## src/hdl/bbc_pkg.sv

```systemverilog
// ----------------------------------------------------------------------------
// bbc_pkg
// Types and constants shared by the bracket balance checker modules.
// ----------------------------------------------------------------------------
package bbc_pkg;

   typedef struct packed {
      logic [7:0] char_code;
      logic       last_char;
   } req_type;

   typedef struct packed {
      logic        balanced;
      logic [2:0]  error_code;
      logic [10:0] final_depth;
   } rsp_type;

   // classified character handed from the front to the back
   typedef struct packed {
      logic       is_open;
      logic       is_close;
      logic [1:0] kind;
      logic       last;
   } cmd_type;

   typedef enum logic [2:0] {
      ERR_NONE      = 3'd0,
      ERR_MISMATCH  = 3'd1,
      ERR_UNDERFLOW = 3'd2,
      ERR_OVERFLOW  = 3'd3,
      ERR_UNCLOSED  = 3'd4
   } err_code_type;

   localparam logic [1:0] KIND_CURLY = 2'd0;
   localparam logic [1:0] KIND_PAREN = 2'd1;
   localparam logic [1:0] KIND_SQUARE = 2'd2;
   localparam logic [1:0] KIND_ANGLE = 2'd3;

   localparam logic [7:0] CHAR_LCURLY = 8'h7B;
   localparam logic [7:0] CHAR_RCURLY = 8'h7D;
   localparam logic [7:0] CHAR_LPAREN = 8'h28;
   localparam logic [7:0] CHAR_RPAREN = 8'h29;
   localparam logic [7:0] CHAR_LSQUARE = 8'h5B;
   localparam logic [7:0] CHAR_RSQUARE = 8'h5D;
   localparam logic [7:0] CHAR_LANGLE = 8'h3C;
   localparam logic [7:0] CHAR_RANGLE = 8'h3E;

   localparam int FINAL_DEPTH_W = 11;

endpackage

```

## src/hdl/bbc_front.sv

```systemverilog
// ----------------------------------------------------------------------------
// bbc_front
// Classifies incoming characters and holds them in a two-entry command queue.
// ----------------------------------------------------------------------------
module bbc_front (
   input  logic             clock,
   input  logic             reset,
   input  logic             push,
   input  bbc_pkg::req_type req_data,
   output logic             full,
   output logic             cmd_valid,
   output bbc_pkg::cmd_type cmd,
   input  logic             cmd_pop
);
   import bbc_pkg::*;

   cmd_type    cmd_class;
   cmd_type    queue_ff [2];
   logic       wr_ptr_ff, wr_ptr_in;
   logic       rd_ptr_ff, rd_ptr_in;
   logic [1:0] count_ff, count_in;
   logic       do_push, do_pop;

   always_comb begin
      cmd_class = '0;
      cmd_class.last = req_data.last_char;
      unique case (req_data.char_code)
         CHAR_LCURLY: begin
            cmd_class.is_open = 1'b1;
            cmd_class.kind    = KIND_CURLY;
         end
         CHAR_LPAREN: begin
            cmd_class.is_open = 1'b1;
            cmd_class.kind    = KIND_PAREN;
         end
         CHAR_LSQUARE: begin
            cmd_class.is_open = 1'b1;
            cmd_class.kind    = KIND_SQUARE;
         end
         CHAR_LANGLE: begin
            cmd_class.is_open = 1'b1;
            cmd_class.kind    = KIND_ANGLE;
         end
         CHAR_RCURLY: begin
            cmd_class.is_close = 1'b1;
            cmd_class.kind     = KIND_CURLY;
         end
         CHAR_RPAREN: begin
            cmd_class.is_close = 1'b1;
            cmd_class.kind     = KIND_PAREN;
         end
         CHAR_RSQUARE: begin
            cmd_class.is_close = 1'b1;
            cmd_class.kind     = KIND_SQUARE;
         end
         CHAR_RANGLE: begin
            cmd_class.is_close = 1'b1;
            cmd_class.kind     = KIND_ANGLE;
         end
         default: begin
            cmd_class.is_open = 1'b0;
         end
      endcase
   end

   assign full      = (count_ff == 2'd2);
   assign cmd_valid = (count_ff != 2'd0);
   assign cmd       = queue_ff[rd_ptr_ff];
   assign do_push   = push && !full;
   assign do_pop    = cmd_pop && cmd_valid;

   always_comb begin
      wr_ptr_in = do_push ? ~wr_ptr_ff : wr_ptr_ff;
      rd_ptr_in = do_pop ? ~rd_ptr_ff : rd_ptr_ff;
      count_in  = count_ff + {1'b0, do_push} - {1'b0, do_pop};
   end

   always_ff @(posedge clock) begin
      if (reset) begin
         wr_ptr_ff <= 1'b0;
         rd_ptr_ff <= 1'b0;
         count_ff  <= 2'd0;
      end else begin
         wr_ptr_ff <= wr_ptr_in;
         rd_ptr_ff <= rd_ptr_in;
         count_ff  <= count_in;
      end
   end

   always_ff @(posedge clock) begin
      if (do_push) begin
         queue_ff[wr_ptr_ff] <= cmd_class;
      end
   end

endmodule

```

## src/hdl/bbc_back.sv

```systemverilog
// ----------------------------------------------------------------------------
// bbc_back
// Stack engine: top entry in a register, the rest in a memory with a
// prefetched second entry, plus a two-entry result queue.
// ----------------------------------------------------------------------------
module bbc_back #(
   parameter int STACK_DEPTH = 1024
) (
   input  logic             clock,
   input  logic             reset,
   input  logic             cmd_valid,
   input  bbc_pkg::cmd_type cmd,
   output logic             cmd_pop,
   output logic             empty,
   input  logic             pop,
   output bbc_pkg::rsp_type rsp_data
);
   import bbc_pkg::*;

   localparam int DW = $clog2(STACK_DEPTH + 1);
   localparam int AW = $clog2(STACK_DEPTH);
   localparam logic [DW-1:0] DEPTH_MAX = DW'(STACK_DEPTH);

   logic [1:0]    stack_mem [STACK_DEPTH];
   logic [1:0]    mem_rd_ff;
   logic          use_fwd_ff, use_fwd_in;
   logic [1:0]    fwd_ff;
   logic [1:0]    top_ff, top_in;
   logic [DW-1:0] depth_ff, depth_in, depth_nx;
   logic          err_seen_ff, err_seen_in;
   err_code_type  first_err_ff, first_err_in;
   logic [AW-1:0] rd_addr;
   logic [1:0]    second;
   logic          go, is_push, is_pop, overflow, underflow, mismatch;
   logic          new_err;
   err_code_type  new_code;
   logic          err_seen_nx;
   err_code_type  first_err_nx;
   rsp_type       rsp_in;

   rsp_type       rq_ff [2];
   logic          rq_wr_ff, rq_rd_ff;
   logic [1:0]    rq_count_ff, rq_count_in;
   logic          rq_full, rq_push, rq_pop;

   assign rq_full = (rq_count_ff == 2'd2);
   assign go      = cmd_valid && !rq_full;
   assign cmd_pop = go;

   assign is_push   = go && cmd.is_open && (depth_ff != DEPTH_MAX);
   assign overflow  = go && cmd.is_open && (depth_ff == DEPTH_MAX);
   assign is_pop    = go && cmd.is_close && (depth_ff != '0);
   assign underflow = go && cmd.is_close && (depth_ff == '0);
   assign second    = use_fwd_ff ? fwd_ff : mem_rd_ff;
   assign mismatch  = is_pop && (top_ff != cmd.kind);

   always_comb begin
      priority if (is_push) begin
         depth_nx = depth_ff + DW'(1);
         top_in   = cmd.kind;
      end else if (is_pop) begin
         depth_nx = depth_ff - DW'(1);
         top_in   = second;
      end else begin
         depth_nx = depth_ff;
         top_in   = top_ff;
      end
      rd_addr    = AW'(depth_nx - DW'(2));
      use_fwd_in = is_push;

      new_err  = overflow || underflow || mismatch;
      priority if (overflow) begin
         new_code = ERR_OVERFLOW;
      end else if (underflow) begin
         new_code = ERR_UNDERFLOW;
      end else begin
         new_code = ERR_MISMATCH;
      end
      err_seen_nx  = err_seen_ff || new_err;
      first_err_nx = (!err_seen_ff && new_err) ? new_code : first_err_ff;

      rsp_in.balanced    = !err_seen_nx && (depth_nx == '0);
      rsp_in.final_depth = FINAL_DEPTH_W'(depth_nx);
      priority if (err_seen_nx) begin
         rsp_in.error_code = first_err_nx;
      end else if (depth_nx != '0) begin
         rsp_in.error_code = ERR_UNCLOSED;
      end else begin
         rsp_in.error_code = ERR_NONE;
      end

      if (go && cmd.last) begin
         depth_in     = '0;
         err_seen_in  = 1'b0;
         first_err_in = ERR_NONE;
      end else begin
         depth_in     = depth_nx;
         err_seen_in  = err_seen_nx;
         first_err_in = first_err_nx;
      end
   end

   always_ff @(posedge clock) begin
      if (reset) begin
         depth_ff     <= '0;
         err_seen_ff  <= 1'b0;
         first_err_ff <= ERR_NONE;
         use_fwd_ff   <= 1'b0;
      end else begin
         depth_ff     <= depth_in;
         err_seen_ff  <= err_seen_in;
         first_err_ff <= first_err_in;
         use_fwd_ff   <= use_fwd_in;
      end
   end

   always_ff @(posedge clock) begin
      top_ff <= top_in;
      fwd_ff <= top_ff;
   end

   always_ff @(posedge clock) begin
      if (is_push && (depth_ff != '0)) begin
         stack_mem[AW'(depth_ff - DW'(1))] <= top_ff;
      end
      mem_rd_ff <= stack_mem[rd_addr];
   end

   // result queue
   assign rq_push  = go && cmd.last;
   assign empty    = (rq_count_ff == 2'd0);
   assign rq_pop   = pop && !empty;
   assign rsp_data = rq_ff[rq_rd_ff];

   always_comb begin
      rq_count_in = rq_count_ff + {1'b0, rq_push} - {1'b0, rq_pop};
   end

   always_ff @(posedge clock) begin
      if (reset) begin
         rq_wr_ff    <= 1'b0;
         rq_rd_ff    <= 1'b0;
         rq_count_ff <= 2'd0;
      end else begin
         rq_wr_ff    <= rq_push ? ~rq_wr_ff : rq_wr_ff;
         rq_rd_ff    <= rq_pop ? ~rq_rd_ff : rq_rd_ff;
         rq_count_ff <= rq_count_in;
      end
   end

   always_ff @(posedge clock) begin
      if (rq_push) begin
         rq_ff[rq_wr_ff] <= rsp_in;
      end
   end

endmodule

```

## src/hdl/bracket_balance_checker_top.sv

```systemverilog
// ----------------------------------------------------------------------------
// bracket_balance_checker_top
// Checks bracket balance of a character stream, one verdict per expression.
// ----------------------------------------------------------------------------
// Input queue side: drive req_data and push; a transaction completes when push
// is high and full is low. Each character is one transaction; last_char marks
// the end of an expression.
// Result queue side: while empty is low, rsp_data holds the oldest verdict;
// pop high with empty low takes it. Only last characters produce a verdict.
// Throughput: one character per cycle while the result queue is not full,
// set by the stack update (top entry in a register, second entry prefetched
// from the stack memory). Verdicts are registered in the result queue.
// A stalled result side fills the two-entry result queue, then the two-entry
// command queue, after which full rises; nothing is dropped.
// Reset clears depth, error state and both queues; stack contents are left
// as they are and need no clearing pass.
// STACK_DEPTH sets the stack memory size.
// ----------------------------------------------------------------------------
module bracket_balance_checker_top #(
   parameter int STACK_DEPTH = 1024
) (
   input  logic             clock,
   input  logic             reset,
   input  logic             push,
   input  bbc_pkg::req_type req_data,
   output logic             full,
   output logic             empty,
   input  logic             pop,
   output bbc_pkg::rsp_type rsp_data
);
   import bbc_pkg::*;

   cmd_type cmd;
   logic    cmd_valid;
   logic    cmd_pop;

   bbc_front u_front (
      .clock     (clock),
      .reset     (reset),
      .push      (push),
      .req_data  (req_data),
      .full      (full),
      .cmd_valid (cmd_valid),
      .cmd       (cmd),
      .cmd_pop   (cmd_pop)
   );

   bbc_back #(
      .STACK_DEPTH (STACK_DEPTH)
   ) u_back (
      .clock     (clock),
      .reset     (reset),
      .cmd_valid (cmd_valid),
      .cmd       (cmd),
      .cmd_pop   (cmd_pop),
      .empty     (empty),
      .pop       (pop),
      .rsp_data  (rsp_data)
   );

endmodule
```

## config.mk

```make
export PLATFORM = sky130hd
export DESIGN_NAME = bracket_balance_checker_top
export DESIGN_NICKNAME = d
export VERILOG_FILES = /design/src/hdl/bbc_pkg.sv /design/src/hdl/bbc_front.sv /design/src/hdl/bbc_back.sv /design/src/hdl/bracket_balance_checker_top.sv
export SDC_FILE = /design/constraint.sdc
export NUM_CORES = 2
export LEC_CHECK = 0
export ABC_AREA = 1
export BUFFER_PORTS_ARGS = -buffer_cell sky130_fd_sc_hd__buf_2
export CAP_MARGIN = 20
export CORE_MARGIN = 1.5
export CORE_UTILIZATION = 56
export DETAILED_ROUTE_END_ITERATION = 8
export PLACE_DENSITY = 0.72
export SLEW_MARGIN = 10
export SYNTH_ARGS = -nofsm -noshare
export SYNTH_HDL_FRONTEND = slang
export SYNTH_SLANG_ARGS = --single-unit
```

## constraint.sdc

```tcl
create_clock -name clock -period 30.8 [get_ports clock]
set_input_delay 6.16 -clock clock [delete_from_list [all_inputs] [get_ports clock]]
set_output_delay 6.16 -clock clock [all_outputs]
set_load 0.02 [all_outputs]
```

# After elaboration in Yosys (flattened, before gate mapping)
# Memories as Yosys holds them, arrays and structs flattened. A register that Yosys moved wholly into a read port is not among the register bits.
# Index checks and enable logic that the tools add are counted.
word_totals:
  register_bits: 28
  mem_bits_rw: 2088
  inputBits: 13
  output_inout_bits: 17
  wordCells: 98
  mem_count: 3
memory_table:
  columns: ["memory", "depth", "width", "read_ports", "rd_ports_with_merged_regs", "wr", "line", "text"]
  rows:
  - ["u_back.stack_mem", 1024, 2, 1, 1, 1, "bbc_back.sv:24", "logic [1:0] stack_mem [STACK_DEPTH];"]
  - ["u_back.rq_ff", 2, 15, 1, 1, 1, "bbc_back.sv:41", "rsp_type rq_ff [2];"]
  - ["u_front.queue_ff", 2, 5, 1, 1, 1, "bbc_front.sv:18", "cmd_type queue_ff [2];"]
classes:
  n_addsub: 7
  eq_ne: 13
  n_mux: 23
  bitwise_logic: 4
  reduce_logical: 36
ops:
  columns: ["operator", "n"]
  rows:
  - ["8-bit by 6-bit == test with 1-bit output, second input constant", 4]
  - ["8-bit by 7-bit == test with 1-bit output, second input constant", 4]
  - ["11-bit logical NOT", 2]
  - ["11-bit two-way mux", 2]
  - ["11-bit nonzero test", 2]
  - ["1-bit logical AND", 15]
  - ["1-bit two-way mux", 12]
  - ["3-bit two-way mux", 4]
  - ["11-bit by 1-bit adder with 11-bit output, second input constant", 1]
  - ["11-bit == test, second input constant", 1]
  - ["11-bit inequality test, second input constant", 1]
  - ["11-bit by 1-bit subtractor with 11-bit output, second input constant", 1]
  - ["10-bit by 2-bit subtractor with 10-bit output, second input constant", 1]
  - ["2-bit two-way mux", 4]
  - ["2-bit OR reduction", 4]
  - ["4-bit OR reduction", 2]
  - ["2-bit one-hot mux with 3 select lines", 1]
  - ["1-bit logical NOT", 5]
  - ["2-bit by 1-bit adder with 2-bit output", 2]
  - ["2-bit == test, second input constant", 2]
  - ["1-bit NOT", 4]
  - ["2-bit nonzero test", 2]
  - ["2-bit by 1-bit subtractor with 2-bit output", 2]
  - ["1-bit logical OR", 3]
  - ["2 further kinds", 2]

# Logic depth before layout (Yosys ltp)
logic_depth:
  depth_word: 10
  depth_mapped: 29
  depth_no_buf: 25

# Modules after synthesis
# From an unflattened synthesis, not the netlist that was laid out.
unflattened:
  hier_cells: 9461
  area_unflattened_um2: 95001.1
modules_own_cells:
  columns: ["module", "instances", "cells_each", "area_each_um2", "seq_area_each_um2"]
  rows:
  - ["bbc_back", 1, 9372, 94225.4, 62960.4]
  - ["bbc_front", 1, 89, 775.7, 400.4]

# Least setup slack after synthesis
# No wires, ideal clock.
synth_timing:
  path_kind: "flip-flop to flip-flop"
  startpoint: "register u_back.top_ff[0]"
  endpoint: "memory u_back.stack_mem[0][0], data pin"
  setup_time_ns: 2.679
  arrival_ns: 12.056
  t_required_ns: 28.121
  path_slack_ns: 16.065
  path_stages_with_launch: 1
  path_buffers: 0
  period_less_slack_ns: 14.735
  path_cell_list: "edfxtp_1"
synth_rtl:
  columns: ["element", "line", "text"]
  rows:
  - ["start, declared", "bbc_back.sv:28", "logic [1:0] top_ff, top_in;"]
  - ["start signal, assigned", "bbc_back.sv:118", "top_ff <= top_in;"]
  - ["end, declared", "bbc_back.sv:24", null]
# Straight into the memory's write port.

==> impl_metrics.tcl <==
set metrics [dict create \
    status "complete, no violations" \
    slew_violations 0 \
    gp_congestion 0.8695 \
    clock_latency_ns 0.86 \
    finalHoldViolCount 0 \
    cts_tree "built" \
    worstHoldStart "u_back.first_err_ff[2]" \
    fin_crit_ns 8.275 \
    layout_commonest_cell "nand2_1" \
    holdPathStages 2 \
    rsz0062_at_grt "no" \
    worst_setup_path_start_kind "flop" \
    dr_total_vias 67448 \
    hold_path.class "reg -> reg" \
    max_slew_margin 0.1927 \
    maxCapViolCount 0 \
    clkTransAtPathRegs_ns 0.06 \
    syn_nets 9666 \
    tns_ns 0 \
    post_cts_buffers 0 \
    arrival_ns 2.12 \
    r2r_start "u_back.depth_ff[0]" \
    grt_max_degree 223 \
    core_um2 169500 \
    min_to "u_back.first_err_ff[2]" \
    die_h_um 416.0 \
    final_nets 9389 \
    overflow 0 \
    ctsResizeCount 0 \
    wl_per_cell_um 21.57 \
    dp_hpwl_mm 130.3 \
    critPathCaptureType "primary output" \
    drc 0 \
    path_cells "mux2_2 > buf_2" \
    crit_type "reg -> out" \
    num_rows 151 \
    start_util 0.5636 \
    critPathMaxFanout 15 \
    cts_sinks 2120 \
    drt_iter0_markers 9451 \
    fmax_mhz 120.8 \
    synth_area_um2 95510 \
    area_delta_synth_final_pct 8.009 \
    tightest_slew_ns 1.211 \
    io_pins 30 \
    clock_path_buffers 3 \
    cts_max_level 4 \
    timing.rr.end "u_back.mem_rd_ff[0]" \
    ys_types 42 \
    totalWireLength_mm 253.5 \
    netlist_instances 9642 \
    holdBufCountCts 0 \
    first_pass_iters 6 \
    ff2ff_setup_slack_ns 23.74 \
    finClkSkew_ns 0.03199 \
    syn_area_per_cell_um2 9.905 \
    yosysWarnings 0 \
    fin_crit_sh 0.2687 \
    reg2regPathDepth 23 \
    via_per_inst 5.738 \
    ys_seq_area_frac 0.6634 \
    cp_top_family "flip-flops" \
    port_buffers 29 \
    layout-drive-gt1-share 0.05591 \
    grt_pass1_vias 64857 \
    setup_violations 0 \
    antenna_left 0 \
    grt.total_usage 0.2908 \
    die_w_um 416.0 \
    grt_pass1_wl_mm 380.5 \
    cts_buffers 206 \
    layout_common_cells "nand2_1 (2,577), edfxtp_1 (2,090), nand3_1 (1,574)" \
    die-area_um2 173000 \
    synth-seq-cells 2120 \
    crit_slowest_cell "dfxtp_1" \
    cp.required_ns 24.64 \
    ctsRootBufferMaster "clkbuf_16" \
    antenna_found_initial 9 \
    crit_buf_inv 1 \
    cpPeakStageDelay_ns 0.71 \
]
[final cells by class]
cell class / count / area [um2]
diodes: 3 / 7.507
clock buffers: 257 / 5429
clock inverters: 119 / 815.8
fillers: 13435 / 66310
inverters: 1266 / 4766
multi-input cells: 5611 / 24540
flip-flops and latches: 2120 / 63360
well taps: 2218 / 2775
repair buffers: 160 / 1466
[worst reg2reg max path, cell delays in order (launching register included)]
cell and delay [ns]:
dfxtp_1 0.38, inv_1 0.20, ha_1 0.26, nand2_1 0.09, nor2_1 0.15, nand3_2 0.13, nand2_2 0.30, nand3_1 0.44
nand2_8 0.82, buf_4 0.88, buf_4 0.81, buf_4 0.90, nand2_1 0.15, nand2_1 0.10, nand2_1 0.05, nand3_1 0.10
nand3_1 0.13, nand3_1 0.19, nand3_1 0.22, nand3_1 0.23, nand3_1 0.17, nand3_1 0.15, nand3_1 0.08, nand2_1 0.10
[logic make-up (layout without fill, tap and decap cells)]
logic type                 after synthesis  after routing  synth area share
and+or+nand+nor                       5338           5338            0.2325
DFF                                   2120           2120            0.6634
buffers and inverters                 1911           1802           0.08192
AOI/OAI and AO/OA                      232            232           0.01745
xor gates and xnor gates                15             15          0.001533
muxes                                   15             15          0.001769
adders and majority gates               11             11          0.001441
other                                    0              3                 0
[layer usage]
layer | GRT usage | part of all wire | vias to the layer above | wire length [um]
met1 | 0.3835 | 0.38 | 32328 | 96390
li1 | - | - | 31028 | -
met3 | 0.05108 | 0.11 | 580 | 27130
met5 | 0 | 0 | - | 0
met2 | 0.4737 | 0.47 | 3512 | 118300
met4 | 0.1315 | 0.046 | 0 | 11750
[metrics by stage]
step	instances	instance area, um2	util	hold slack (ns)	setup slack [ns]
4_1_cts	11750	103100	0.6085	0.4562	22.44
2_1_floorplan	9642	95510	-	0.4250	16.07
6_report	11754	103200	0.6087	0.4544	22.52
5_1_grt	11751	103100	0.6087	0.4867	22.43
3_3_place_gp	11356	96550	0.5697	0.4355	23.25
3_5_place_dp	11374	96880	0.5717	0.4457	23.35
[flip-flops by register name, indices dropped and copies added, names as in the netlist, 2 cells and up, named ones only]
register / cells
u_back.top_ff: 2
u_back.depth_ff: 11
u_back.rq_ff: 30
u_back.first_err_ff: 3
u_back.mem_rd_ff: 2
u_back.stack_mem: 2048
u_front.queue_ff: 10
u_front.count_ff: 2
u_back.rq_count_ff: 2
u_back.fwd_ff: 2
[worst max path at each step]
stage / startpoint / to / slack, ns / cells after the start
2_1_floorplan: u_back.top_ff[0] / u_back.stack_mem[0][0] / 16.07 / 0
3_3_place_gp: pop / u_back.rq_count_ff[1] / 23.25 / 9
3_5_place_dp: flop / rsp_data[7] / 23.35 / 2
4_1_cts: flop / rsp_data[0] / 22.44 / 2
5_1_grt: flop / rsp_data[12] / 22.43 / 2
6_report: flop / rsp_data[12] / 22.52 / 2
[cells in the mapped netlist (all sizes together)]
| library cell | count | area (um2) |
|---|---|---|
| a21o | 15 | 112.6 |
| a21oi | 13 | 68.82 |
| a31oi | 2 | 12.51 |
| a41oi | 1 | 8.760 |
| and2 | 1 | 6.260 |
| and3 | 1 | 6.260 |
| buf | 476 | 2437 |
| clkbuf | 169 | 634.4 |
| dfxtp | 30 | 600.6 |
| edfxtp | 2090 | 62760 |
| ha | 11 | 137.6 |
| inv | 1266 | 4752 |
| mux2 | 15 | 168.9 |
| nand2 | 2622 | 9869 |
| nand3 | 1577 | 7908 |
| nand3b | 20 | 150.1 |
| nand4 | 5 | 31.28 |
| nor2 | 1094 | 4136 |
| nor3 | 14 | 70.07 |
| nor4 | 3 | 18.77 |
| o211ai | 172 | 1296 |
| o21a | 1 | 7.510 |
| o21ai | 25 | 136.4 |
| o221ai | 1 | 8.760 |
| o22a | 1 | 8.760 |
| o22ai | 1 | 6.260 |
| or2 | 1 | 6.260 |
| xnor2 | 2 | 17.52 |
| xor2 | 13 | 128.9 |
Power is not shown: default switching activity piles up to over one toggle a cycle in this logic, so the estimate is an artifact.
